==> config.mk <==
export PLATFORM = sky130hd
export DESIGN_NAME = sorted_priority_queue
export DESIGN_NICKNAME = d
export VERILOG_FILES = /design/src/rtl/spq_pkg.sv /design/src/rtl/sorted_priority_queue.sv /design/src/rtl/spq_cell.sv
export SDC_FILE = /design/constraint.sdc
export NUM_CORES = 1
export LEC_CHECK = 0
export ABC_AREA = 1
export BUFFER_PORTS_ARGS = -buffer_cell sky130_fd_sc_hd__buf_2
export CAP_MARGIN = 20
export CORE_MARGIN = 4
export CORE_UTILIZATION = 63
export DETAILED_ROUTE_END_ITERATION = 8
export GPL_TIMING_DRIVEN = 0
export PLACE_DENSITY = 0.9
export REMOVE_ABC_BUFFERS = 1
export SLEW_MARGIN = 10
export SYNTH_ARGS = -nofsm -noshare
export SYNTH_HDL_FRONTEND = slang
export SYNTH_SLANG_ARGS = --single-unit
==> constraint.sdc <==
create_clock -name clk_i -period 8.7 [get_ports clk_i]
set_input_delay 1.305 -clock clk_i [delete_from_list [all_inputs] [get_ports clk_i]]
set_output_delay 1.305 -clock clk_i [all_outputs]
set_load 0.01 [all_outputs]
==> src/rtl/spq_pkg.sv <==
// Shared types and codes for the sorted priority queue.
// No dependencies; imported by every module of the block.
`timescale 1ns / 1ps

package spq_pkg;

  // Request codes carried by the action field.
  localparam logic ACT_ENQ = 1'b0;
  localparam logic ACT_DEQ = 1'b1;

  // Result status codes.
  localparam logic [1:0] STATUS_OK         = 2'd0;
  localparam logic [1:0] STATUS_FULL       = 2'd1;
  localparam logic [1:0] STATUS_EMPTY      = 2'd2;

  // Operation broadcast from the control to every cell of the chain.
  typedef struct packed {
    logic enq;  // insert the new value
    logic deq;  // shift the chain toward cell 0
  } spq_op_t;

endpackage

==> src/rtl/sorted_priority_queue.sv <==
// Sorted priority queue: a chain of QUEUE_DEPTH cells kept largest first.
// A result is registered and appears the cycle after its beat is accepted.
// Throughput: one request per cycle while results are taken; every cell
// updates in parallel with its neighbors for both insert and remove.
// Reset clears the fill count and the output valid; cell contents are
// undefined until written and are never read before that.
`timescale 1ns / 1ps

module sorted_priority_queue import spq_pkg::*; #(
  parameter int QUEUE_DEPTH = 16,
  parameter int VALUE_WIDTH = 16,
  localparam int CNT_W      = $clog2(QUEUE_DEPTH + 1)
) (
  input  logic                          clk_i,
  input  logic                          rst_ni,
  input  logic                          in_valid_i,
  output logic                          in_ready_o,
  input  logic                          action_i,
  input  logic signed [VALUE_WIDTH-1:0] in_value_i,
  output logic                          out_valid_o,
  input  logic                          out_ready_i,
  output logic signed [VALUE_WIDTH-1:0] out_value_o,
  output logic [1:0]                    status_o,
  output logic [CNT_W-1:0]              occupancy_o,
  output logic                          is_empty_o,
  output logic                          is_full_o
);

  logic [CNT_W-1:0]              count_q, count_d;
  logic                          out_valid_q;
  logic signed [VALUE_WIDTH-1:0] out_value_q, out_value_d;
  logic [1:0]                    status_q, status_d;
  logic [CNT_W-1:0]              occupancy_q;
  logic                          is_empty_q, is_full_q;
  logic                          accept, full, empty;
  spq_op_t                       op;

  logic signed [VALUE_WIDTH-1:0] cell_value [QUEUE_DEPTH];
  logic                          cell_disp  [QUEUE_DEPTH];

  // A new beat is taken whenever the result register is free or draining.
  assign in_ready_o = !out_valid_q || out_ready_i;
  assign accept     = in_valid_i && in_ready_o;
  assign full       = (count_q == CNT_W'(QUEUE_DEPTH));
  assign empty      = (count_q == '0);

  // Decode the request and apply the full and empty guards.
  always_comb begin
    op          = '0;
    status_d    = STATUS_OK;
    out_value_d = '0;
    count_d     = count_q;
    if (accept) begin
      if (action_i == ACT_ENQ) begin
        if (full) begin
          status_d = STATUS_FULL;
        end else begin
          op.enq  = 1'b1;
          count_d = count_q + 1'b1;
        end
      end else begin
        if (empty) begin
          status_d = STATUS_EMPTY;
        end else begin
          op.deq      = 1'b1;
          out_value_d = cell_value[0];
          count_d     = count_q - 1'b1;
        end
      end
    end
  end

  // Chain of cells; cell 0 always holds the largest value.
  for (genvar i = 0; i < QUEUE_DEPTH; i++) begin : g_cell
    logic signed [VALUE_WIDTH-1:0] left_value, right_value;
    logic                          left_disp;

    if (i == 0) begin : g_first
      assign left_value = '0;
      assign left_disp  = 1'b0;
    end else begin : g_mid
      assign left_value = cell_value[i-1];
      assign left_disp  = cell_disp[i-1];
    end

    if (i == QUEUE_DEPTH - 1) begin : g_last
      assign right_value = '0;
    end else begin : g_inner
      assign right_value = cell_value[i+1];
    end

    spq_cell #(
      .VALUE_WIDTH (VALUE_WIDTH),
      .CNT_W       (CNT_W),
      .IDX         (i)
    ) u_cell (
      .clk_i         (clk_i),
      .op_i          (op),
      .count_i       (count_q),
      .new_value_i   (in_value_i),
      .left_value_i  (left_value),
      .left_disp_i   (left_disp),
      .right_value_i (right_value),
      .value_o       (cell_value[i]),
      .disp_o        (cell_disp[i])
    );
  end

  // Fill count and result valid.
  always_ff @(posedge clk_i or negedge rst_ni) begin
    if (!rst_ni) begin
      count_q     <= '0;
      out_valid_q <= 1'b0;
    end else begin
      count_q <= count_d;
      if (accept) begin
        out_valid_q <= 1'b1;
      end else if (out_ready_i) begin
        out_valid_q <= 1'b0;
      end
    end
  end

  // Result payload is captured with each accepted beat.
  always_ff @(posedge clk_i) begin
    if (accept) begin
      out_value_q <= out_value_d;
      status_q    <= status_d;
      occupancy_q <= count_d;
      is_empty_q  <= (count_d == '0);
      is_full_q   <= (count_d == CNT_W'(QUEUE_DEPTH));
    end
  end

  assign out_valid_o = out_valid_q;
  assign out_value_o = out_value_q;
  assign status_o    = status_q;
  assign occupancy_o = occupancy_q;
  assign is_empty_o  = is_empty_q;
  assign is_full_o   = is_full_q;

endmodule

==> src/rtl/spq_cell.sv <==
// One storage cell of the sorted chain.
// Depends on spq_pkg for the operation struct.
`timescale 1ns / 1ps

module spq_cell import spq_pkg::*; #(
  parameter int VALUE_WIDTH = 16,
  parameter int CNT_W       = 5,
  parameter int IDX         = 0
) (
  input  logic                          clk_i,
  input  spq_op_t                       op_i,
  input  logic [CNT_W-1:0]              count_i,
  input  logic signed [VALUE_WIDTH-1:0] new_value_i,
  input  logic signed [VALUE_WIDTH-1:0] left_value_i,
  input  logic                          left_disp_i,
  input  logic signed [VALUE_WIDTH-1:0] right_value_i,
  output logic signed [VALUE_WIDTH-1:0] value_o,
  output logic                          disp_o
);

  logic signed [VALUE_WIDTH-1:0] value_q, value_d;
  logic                          occupied;

  // The cell holds a live entry when it lies below the fill count.
  assign occupied = (count_i > CNT_W'(IDX));

  // The new value belongs at or ahead of this cell when the cell is empty or
  // holds a strictly smaller value; equal values stay ahead of the newcomer.
  assign disp_o  = !occupied || (value_q < new_value_i);
  assign value_o = value_q;

  // Insert: the first displaced cell takes the new value, later ones take
  // their left neighbor. Remove: every cell takes its right neighbor.
  always_comb begin
    value_d = value_q;
    if (op_i.enq) begin
      if (disp_o && !left_disp_i) begin
        value_d = new_value_i;
      end else if (disp_o) begin
        value_d = left_value_i;
      end
    end else if (op_i.deq) begin
      value_d = right_value_i;
    end
  end

  always_ff @(posedge clk_i) begin
    value_q <= value_d;
  end

endmodule
Yosys cells after proc, flatten, opt, wreduce, memory -nomap -nowiden --
Cells that the tools add are included.
Cells by class: reductions and logical operators 86, bitwise operators 1, muxes and demuxes 77, add/sub/neg operators 2, equality and inequality tests 18, order comparisons 32
Operators by type and width (number):
- 2-to-1 mux 16 bit | 63
- less-than comparator 16 bit | 16
- inequality test 3 x 1 -> 1 bit, second input constant | 15
- greater-than comparator 5 x 4 -> 1 bit, second input constant | 8
- logical NOT 1 bit | 32
- AND reduction 2 bit | 16
- greater-than comparator 5 x 3 -> 1 bit, second input constant | 4
- 2-to-1 mux 5 bit | 4
- logical OR 1 bit | 17
- logical AND 1 bit | 16
- equality test 5 bit, second input constant | 2
- greater-than comparator 5 x 1 -> 1 bit, second input constant | 2
- greater-than comparator 5 x 2 -> 1 bit, second input constant | 2
- logical NOT 5 bit | 2
- 2-to-1 mux 1 bit | 7
- 2-to-1 mux 2 bit | 3
- adder 5 x 1 -> 5 bit, second input constant | 1
- subtractor 5 x 1 -> 5 bit, second input constant | 1
- nonzero test 2 bit | 2
- inequality test 2 x 1 -> 1 bit, second input constant | 1
- OR reduction 2 bit | 1
- inverter 1 bit | 1
Word-level totals: input bits 21, word-level logic and storage cells 239, output and inout bits 27, register bits 287

Longest topological paths before layout --
Gate-level depths: netlist of run 1.
word-level depth 7, depth in mapped cells 20, mapped depth without buffers 17

Hierarchy --
A second synthesis of run 1 with hierarchy kept.
Unflattened totals: cell total of the unflattened synthesis 3298, area, all modules 23872.9 um2
By module, submodules not included:
- spq_cell at g_cell[12].u_cell ... | area each 1418.9 um2, cells each 201, times used 2, seq. area each 480.5 um2
- spq_cell at g_cell[0].u_cell ... | area each 1403.8 um2, cells each 198, times used 2, seq. area each 480.5 um2
- spq_cell at g_cell[4].u_cell ... | area each 1403.8 um2, cells each 199, times used 2, seq. area each 480.5 um2
- spq_cell at g_cell[14].u_cell ... | area each 1401.3 um2, cells each 197, times used 2, seq. area each 480.5 um2
- spq_cell at g_cell[11].u_cell | area each 1411.4 um2, cells each 199, times used 1, seq. area each 480.5 um2
- spq_cell at g_cell[5].u_cell | area each 1410.1 um2, cells each 197, times used 1, seq. area each 480.5 um2
- spq_cell at g_cell[10].u_cell | area each 1406.3 um2, cells each 199, times used 1, seq. area each 480.5 um2
- sorted_priority_queue | area each 1405.1 um2, cells each 131, times used 1, seq. area each 900.9 um2
- spq_cell at g_cell[2].u_cell | area each 1402.6 um2, cells each 197, times used 1, seq. area each 480.5 um2
- spq_cell at g_cell[1].u_cell | area each 1398.8 um2, cells each 197, times used 1, seq. area each 480.5 um2
- spq_cell at g_cell[3].u_cell | area each 1397.6 um2, cells each 197, times used 1, seq. area each 480.5 um2
- spq_cell at g_cell[7].u_cell | area each 1397.6 um2, cells each 196, times used 1, seq. area each 480.5 um2
- spq_cell at g_cell[13].u_cell | area each 1387.6 um2, cells each 195, times used 1, seq. area each 480.5 um2

Worst setup path after synthesis of run 1 --
OpenSTA, ideal clock, no wires.
path type input to register, start point input port in_value_i[5], end point register g_cell[0].u_cell.value_q[0], enable pin, path buffers 2, required time 8.289 ns, slack 3.873 ns, arrival time 4.416 ns, setup time 0.411 ns, cell stages on the path 13, cell sequence clkinv_1 -> clkbuf_1 -> ha_1 -> a21oi_1 -> nor2_1 -> nor3_1 -> nand2_1 -> nand2_1 -> nand3_1 -> nand2_1 -> nor2_4 -> buf_2 -> o21ai_0
On the way: longest elaborated chain between the ends 4
Ends and longest elaborated chain:
- from (decl) | RTL line sorted_priority_queue.sv:19 | input logic signed [VALUE_WIDTH-1:0] in_value_i,
- less-than comparator 16 bit | RTL line spq_cell.sv:29 | assign disp_o = !occupied || (value_q < new_value_i);
- logical OR 1 bit | RTL line spq_cell.sv:29
- inequality test 2 x 1 -> 1 bit (no line)
- AND reduction 2 bit (no line)
- to (signal assigned) | RTL line spq_cell.sv:48 | value_q <= value_d;
- to (decl) | RTL line spq_cell.sv:21 | logic signed [VALUE_WIDTH-1:0] value_q, value_d;
Every way passes these cells. A chain may end at the register's enable or synchronous reset.

Worst setup path in the final report of run 1 --
start point input port in_value_i[5], end point register g_cell[1].u_cell.value_q[15], data pin
On the way: longest elaborated chain between the ends 6, elaborated cells on any way between the ends 8, those cells by class order compare: 2; mux: 2; reduce/logical: 4
Ends and longest elaborated chain:
- less-than comparator 16 bit | RTL line spq_cell.sv:29
- logical OR 1 bit | RTL line spq_cell.sv:29
- logical NOT 1 bit | RTL line spq_cell.sv:37 | if (disp_o && !left_disp_i) begin
- logical AND 1 bit (*) | RTL line spq_cell.sv:37
- 2-to-1 mux 16 bit (*) | RTL line spq_cell.sv:37
- 2-to-1 mux 16 bit (*) | RTL line spq_cell.sv:36 | if (op_i.enq) begin
- named net g_cell[1].u_cell.value_d[15] | RTL line spq_cell.sv:21
- to (signal assigned) | RTL line spq_cell.sv:48
- to (decl) | RTL line spq_cell.sv:21
Mark *: on every way through the listed nets, which the timed path passes. The rest lies on a longest branch.

==> summary.txt, run 1 <==
Run status
  – Outcome: finished with violations
  – Failing checks: design-rule violations

STA
  – Worst relative slew slack: 0.3998
  – Slew @ Worst Pin: 0.9002 ns
  – Max Freq: roughly 210 MHz
  – Final period util: 0.5350
  – Max-slew violations: 0
  – Fin Hold WS: 0.5294 ns
  – Worst clock skew: 0.01823 ns
  – Min cycle time layout: about 4.7 ns
  – RSZ-0062 raised after global routing: no
  – # setup viols final: 0
  – Final hold violations: 0

Placed design
  – DP HPWL: roughly 43 mm
  – GPL Wtd Cong: between 0.9 and 1
  – DP Cell Count: between 3000 and 4000
  – Port Buffers: 47

Routing
  – Vias: around 21000
  – Vias per cell: 6.178
  – Wirelength per Cell: between 15 and 20 µm
  – Residual DRC: 1
  – Post-route ant nets: 0
  – Initial DRC Count: around 2600
  – DR pass1 iterations: 9
  – Routed wire length: roughly 61 mm

Worst setup path
  – R2R setup slack: a little over 5 ns
  – Critical path peak fanout: 18
  – CP dominant cell by count: nand2_1
  – Critical Path AT: between 4 and 5 ns
  – CP endpoint kind: flop
  – Startpoint Class: primary input
  – Crit path required time: ~9.0 ns
  – Worst-path cell chain: buf_2, clkinv_1, buf_16, ha_1, a21oi_1, nor2_1, nor3_1, nand2_1, nand2_1, nand2_1, nand2_1, nand3_1, nand2_2, nand2_1, nand3_1, nand2_1
  – Highest-delay cell along the critical path: clkinv_1
  – WS Path Type: in -> reg
  – Crit-path max cell delay: ~0.57 ns

Power and ir drop
  – Internal power: 0.003670 W
  – Switch share: 0.4409
  – Pwr Total: around 0.0066 W
  – Worst VDD drop: between 0.00015 and 0.0002 V
  – Static leakage: ~12 nW
  – Power Dens Cells: between 200 and 300 mW/mm²
  – Reg power frac: 0.342
  – Switching pwr: 0.002894 W
  – Combinational power share: 0.437
  – Clock group share of total power: 0.221

Synth
  – Post-Syn Area: roughly 0.022 mm²
  – EDFF count, synth: about 280
  – Yosys warns: 0
  – Sequential area share after synthesis: 0.3909
  – Ys async rst share: 0.02091
  – Synth Instances: 2900
  – Synth Flop Type: edfxtp_1
  – Distinct cell type count after synthesis: 40
  – Avg Cell Area, Syn: approximately 7.6 µm²
  – #FFs+latches synth: 287

Clock network
  – # H-tree levels: 2
  – CTS root buffer: clkbuf_16
  – Clock sink total: between 200 and 300
  – Clock Latency Late Sink: roughly 0.53 ns
  – CTS tree: yes
  – Max Buffers Root-to-Sink: 3
  – Postcts setup bufs: 0
  – Post-CTS Resized: 0
  – CTS Hold Buffers Added: 0
  – Total CTS buffers: 34
  – CTS clk-pin slew, worst paths: 0.06 ns

Flow run
  – Number of max-cap violations: 0

Floorplanning
  – Core area: around 0.034 mm²
  – Row Count: 68
  – Die Y: a little under 200 µm
  – Starting Density: 0.6376
  – I/O Pins: 48
  – Die Wd: ~190 µm
  – Die ar.: roughly 0.038 mm²

Cells and area
  – Cell Count, Final, Fillers Out: between 3000 and 4000
  – Antenna Cells: 0
  – Final core occ: 0.6885
  – Commonest non-fill, non-tap cell in the layout: nand2_1
  – Most frequent cells in the layout: nand2_1, nand3_1, inv_1
  – Nets@finish: 3141
  – Syn-to-layout area delta: 7.978%
  – Share of cells above drive strength 1: 0.05826

Global route
  – GRT Residual Overflow: 0
  – Global-route usage over all layers: 0.3113
  – Largest net degree at the start of global routing: around 140
  – Initial antenna violation count: 0
  – First-pass GRT wire length: 99.15 mm
  – Vias in the first global route: a little over 20000

Worst hold path
  – Min-Delay Path Class: reg -> reg
## final timing paths
path	start	end	cells after the start
min	out_valid_o$_DFFE_PN0P_	out_valid_o$_DFFE_PN0P_	2
min reg2reg	out_valid_o$_DFFE_PN0P_	out_valid_o$_DFFE_PN0P_	2
min in group asynchronous	rst_ni	count_q[0]$_DFF_PN0_	1
max in group asynchronous	rst_ni	count_q[4]$_DFF_PN0_	1
max reg2reg	count_q[0]$_DFF_PN0_	g_cell[9].u_cell.value_o[15]$_DFFE_PP_	9
max	in_value_i[5]	g_cell[1].u_cell.value_o[15]$_DFFE_PP_	16
## final cells by class
cell class                 instances  area [µm²]
clock buffer                      38       865.8
clock inverter                    24       234.0
fill                            2534       10730
inverter                         366        1385
multi-input combinational       2121       11370
sequential                       287        8588
tap                              455       569.3
timing repair buffer              65       710.7
## power by group through the flow
stage / Combinational, W / Sequential [W] / Clock [W]
global route: 0.00321 / 0.00227 / 0.00151
finish: 0.00287 / 0.00224 / 0.00145
floorplan: 0.00208 / 0.00215 / 0
detailed placement: 0.00275 / 0.00226 / 0
CTS: 0.00279 / 0.00223 / 0.00144
global placement: 0.00260 / 0.00224 / 0
## flip-flops by register name, summed over array words and instances (netlist names)
name,count
occupancy_o,5
out_value_o,16
status_o,2
g_cell.u_cell.value_o,256
count_q,5
out_valid_o,1
is_full_o,1
is_empty_o,1
## cells by family (layout without fill, tap and decap cells)
kind of cell    count (synthesis)  after routing  synth area share
fa+ha+maj                     245            245            0.1395
buf+inv                       492            493           0.09208
xor+xnor                        3              3          0.001196
simple gates                 1674           1674            0.3288
compound gates                199            199           0.04755
flops                         287            287            0.3909
## synth_stat cells (5+ instances only)
cell type | instances | share of area
a21oi_1 | 112 | 0.026
o21ai_0 | 64 | 0.015
nand3_1 | 497 | 0.11
nand4_1 | 7 | 0.0020
clkbuf_1 | 60 | 0.010
ha_1 | 245 | 0.14
buf_1 | 7 | 0.0012
edfxtp_1 | 281 | 0.38
inv_1 | 348 | 0.059
clkinv_1 | 15 | 0.0026
nand2_1 | 998 | 0.17
buf_6 | 10 | 0.0051
nor2_2 | 5 | 0.0014
nor3_1 | 27 | 0.0062
nand3_2 | 9 | 0.0041
nand2_2 | 10 | 0.0028
buf_2 | 32 | 0.0073
nor2_4 | 9 | 0.0046
dfrtp_1 | 6 | 0.0068
buf_4 | 16 | 0.0055
nand2_4 | 8 | 0.0041
nor2_1 | 98 | 0.017
## metrics by stage
| step | instance area [µm²] | TNS (ns) | setup WS (ns) |
|---|---|---|---|
| after global routing | 23720 | 0 | 3.881 |
| final | 23720 | 0 | 4.045 |
| after detailed placement | 22590 | 0 | 3.711 |
| after CTS | 23690 | 0 | 4.184 |
| after global placement | 22130 | -2928.25 | -8.039 |
| after floorplan | 21320 | -479.27 | -2.181 |
## layer usage
layer,share of wire,up-vias,global-route usage
li1,-,9538,-
met4,0.048,0,0.1500
met1,0.36,9578,0.3701
met5,0,-,0
met3,0.096,300,0.05564
met2,0.50,1319,0.5462
## worst max-delay path, delay by kind of cell
family / cells / cell delay, ns
buffers and inverters: 3 / 1.06
AND/OR/NAND/NOR: 11 / 1.99
adder cells (fa/ha/maj): 1 / 0.34
AO/OA/AOI/OAI: 1 / 0.21
No activity file was read; power rests on OpenSTA's default activity.
==> run 2: changes to the inputs <==
--- a/config.mk
+++ b/config.mk
@@ -9,10 +9,10 @@
 export BUFFER_PORTS_ARGS = -buffer_cell sky130_fd_sc_hd__buf_2
 export CAP_MARGIN = 20
 export CORE_MARGIN = 4
-export CORE_UTILIZATION = 63
+export CORE_UTILIZATION = 58
 export DETAILED_ROUTE_END_ITERATION = 8
 export GPL_TIMING_DRIVEN = 0
-export PLACE_DENSITY = 0.9
+export PLACE_DENSITY = 0.88
 export REMOVE_ABC_BUFFERS = 1
 export SLEW_MARGIN = 10
 export SYNTH_ARGS = -nofsm -noshare
==> constraint.sdc (replaced) <==
create_clock -name clk_i -period 3.95 [get_ports clk_i]
set_input_delay 0.5925 -clock clk_i [delete_from_list [all_inputs] [get_ports clk_i]]
set_output_delay 0.5925 -clock clk_i [all_outputs]
set_load 0.01 [all_outputs]
==> run 2 against run 1 <==
Effect of this change: clock-buffer cell count rose by 5; critical path depth fell by 1; die area rose by 8.3%; worst setup slack got worse by 3.8 ns; first-iteration DRC count fell by 4.9%; the flow now finishes without violations; via count fell by 0.15%; highest routed layer unchanged; clock power rose by 120%; global-route usage fell by 2.7 points; power rose by 120%; register-to-register slack got worse by 4.7 ns; clock skew rose by 0.00080 ns; largest power group unchanged.
==> summary.txt, run 2 (synthesized netlist as in run 1, its figures left out) <==
Run status
  – Outcome: finished, final reports clean

Clock network
  – Max Buffers Root-to-Sink: 3 (unchanged)
  – Total CTS buffers: 35 (+2.9%)
  – CTS tree: yes
  – # H-tree levels: 2 (unchanged)
  – Clock Latency Late Sink: 0.54 ns (about the same)
  – Clock sink total: 287 (unchanged)
  – CTS root buffer: clkbuf_16
  – CTS clk-pin slew, worst paths: 0.06 ns (about the same)

Routing
  – Vias per cell: 6.068 (-1.8%)
  – Wirelength per Cell: 17.77 µm (-2.1%)
  – Post-route ant nets: 0 (unchanged)
  – Routed wire length: 60.63 mm (-0.50%)
  – Residual DRC: 0 (-1)
  – Initial DRC Count: 2460 (-4.9%)
  – Vias: 20700 (-0.15%)
  – DR pass1 iterations: 8 (-1)

STA
  – Min cycle time layout: between 3 and 4 ns
  – Final hold violations: 0 (unchanged)
  – Slew @ Worst Pin: 0.9178 ns (+0.01760 ns)
  – Worst relative slew slack: 0.3880 (-0.01174)
  – Max-slew violations: 0 (unchanged)
  – Max Freq: between 200 and 300 MHz
  – Fin Hold WS: 0.3298 ns (-0.1996 ns)
  – # setup viols final: 0 (unchanged)
  – Worst clock skew: 0.01902 ns (+0.0007951 ns)
  – Setup WS post-layout: 0.2740 ns (-3.771 ns)
  – Final period util: 0.9306
  – RSZ-0062 raised after global routing: no

Global route
  – Global-route usage over all layers: 0.2847 (-0.02653)
  – Initial antenna violation count: 0 (unchanged)
  – First-pass GRT wire length: 97.68 mm (-1.5%)
  – Vias in the first global route: 20480 (-1.0%)
  – GRT Residual Overflow: 0 (unchanged)
  – Largest net degree at the start of global routing: 125 (-7.4%)

Cells and area
  – Commonest non-fill, non-tap cell in the layout: nand2_1
  – Antenna Cells: 0 (unchanged)
  – Nets@finish: 3142 (+0.032%)
  – Syn-to-layout area delta: 8.377%
  – Max reg flops: 256 (unchanged)
  – Final core occ: 0.6352 (-0.05332)
  – Most frequent cells in the layout: nand2_1, nand3_1, inv_1
  – Cell Count, Final, Fillers Out: 3412 (+1.7%)
  – Fillers: 2993 (+18%)
  – Share of cells above drive strength 1: 0.05826 (unchanged)

Worst setup path
  – Worst-path cell chain: buf_2, clkinv_1, buf_16, ha_1, a21oi_1, o21ai_0, a21oi_1, nand2_1, nand2_1, nand2_1, nand2_1, inv_1, nand3_1, nand2_1, nor2_1
  – CP endpoint kind: flop
  – Crit-path max cell delay: 0.60 ns (+0.03 ns)
  – Startpoint Class: primary input
  – Highest-delay cell along the critical path: clkinv_1
  – R2R setup slack: 0.40 ns (-4.72 ns)
  – Critical Path AT: 4.05 ns (-0.88 ns)
  – Crit path required time: 4.33 ns (-4.65 ns)
  – CP dominant cell by count: nand2_1
  – WS Path Type: in -> reg
  – Critical path peak fanout: 20 (+2)

Floorplanning
  – Die Y: 202.6 µm (+4.0%)
  – Die ar.: 0.04106 mm² (+8.3%)
  – Core area: 0.03749 mm² (+8.8%)
  – Die Wd: 202.6 µm (+4.0%)
  – Row Count: 71 (+4.4%)
  – Starting Density: 0.5861 (-0.05154)
  – I/O Pins: 48 (unchanged)

Power and ir drop
  – Power Dens Cells: 606.5 mW/mm² (+120%)
  – Pwr Total: 0.01444 W (+120%)
  – Internal power: 0.008099 W (+120%)
  – Combinational power share: 0.437 (about the same)
  – Switching pwr: 0.006343 W (+120%)
  – Clock group share of total power: 0.221 (about the same)
  – Static leakage: 12.13 nW (-0.20%)
  – Worst VDD drop: 0.0002814 V (+70%)
  – Switch share: 0.4392 (-0.001725)
  – Reg power frac: 0.342 (about the same)

Flow run
  – Number of max-cap violations: 0 (unchanged)

Worst hold path
  – Min-Delay Path Class: in -> reg

Placed design
  – Port Buffers: 47 (unchanged)
  – GPL Wtd Cong: 0.9381 (+2.9%)
  – Post-place setup slack: -0.4114 ns (-4.122 ns)
  – DP Cell Count: 3348 (+1.7%)
  – DP HPWL: 42.53 mm (-0.11%)
## run 2: final cells by class
| type | count | area (µm²) | share of cell area |
|---|---|---|---|
| inverter | 366 | 1393 | 0.05848 |
| timing repair buffer | 65 | 696.9 | 0.02927 |
| tap | 511 | 639.4 | 0.02685 |
| clock buffer | 43 | 927.1 | 0.03894 |
| clock inverter | 19 | 182.7 | 0.007672 |
| multi-input combinational | 2121 | 11380 | 0.4781 |
| sequential | 287 | 8588 | 0.3607 |
## run 2: worst max-delay path: cells and delay by family
family / cells / cell delay [ns]
adder cells (fa/ha/maj): 1 / 0.33
AND/OR/NAND/NOR: 7 / 1.10
AO/OA/AOI/OAI: 3 / 0.45
buffers and inverters: 4 / 1.56
## run 2: worst paths after layout
kind | start | end | cells past startpoint
max | in_value_i[9] | g_cell[15].u_cell.value_o[14]$_SDFFCE_PN0P_ | 15
min | out_ready_i | out_valid_o$_DFFE_PN0P_ | 4
max reg2reg | count_q[0]$_DFF_PN0_ | g_cell[10].u_cell.value_o[0]$_DFFE_PP_ | 9
min reg2reg | out_valid_o$_DFFE_PN0P_ | out_valid_o$_DFFE_PN0P_ | 2
max in group asynchronous | rst_ni | count_q[4]$_DFF_PN0_ | 2
min in group asynchronous | rst_ni | out_valid_o$_DFFE_PN0P_ | 2
## run 2: power by group through the flow
stage / Clock, W / Combinational [W] / Sequential, W
3_5_place_dp: 0 / 0.00606 / 0.00496
2_1_floorplan: 0 / 0.00459 / 0.00474
4_1_cts: 0.00321 / 0.00613 / 0.00491
5_1_grt: 0.00334 / 0.00707 / 0.00498
3_3_place_gp: 0 / 0.00575 / 0.00494
6_report: 0.00320 / 0.00631 / 0.00494
## run 2: metrics by stage
step / cell area (µm²) / TNS, ns
final: 23810 / 0
after global routing: 23810 / 0
after CTS: 23780 / 0
after detailed placement: 22660 / -91.80
after global placement: 22200 / -5156.03
after floorplan: 21320 / -2449.77
## run 2: repair_timing
action	CTS	global route
hold buffers	1	0
setup endpoints to repair	1	96
resized for setup	1	4
setup buffers	0	0
cloned	0	0
endpoints found under the hold margin	6	0
## run 2: metal layers
layer  part of all wire  vias up  global-route usage
li1                   -     9539                   -
met1               0.36     9638              0.3307
met2               0.50     1231              0.5007
met3              0.095      296             0.05606
met4              0.048        0              0.1469
met5                  0        -                   0
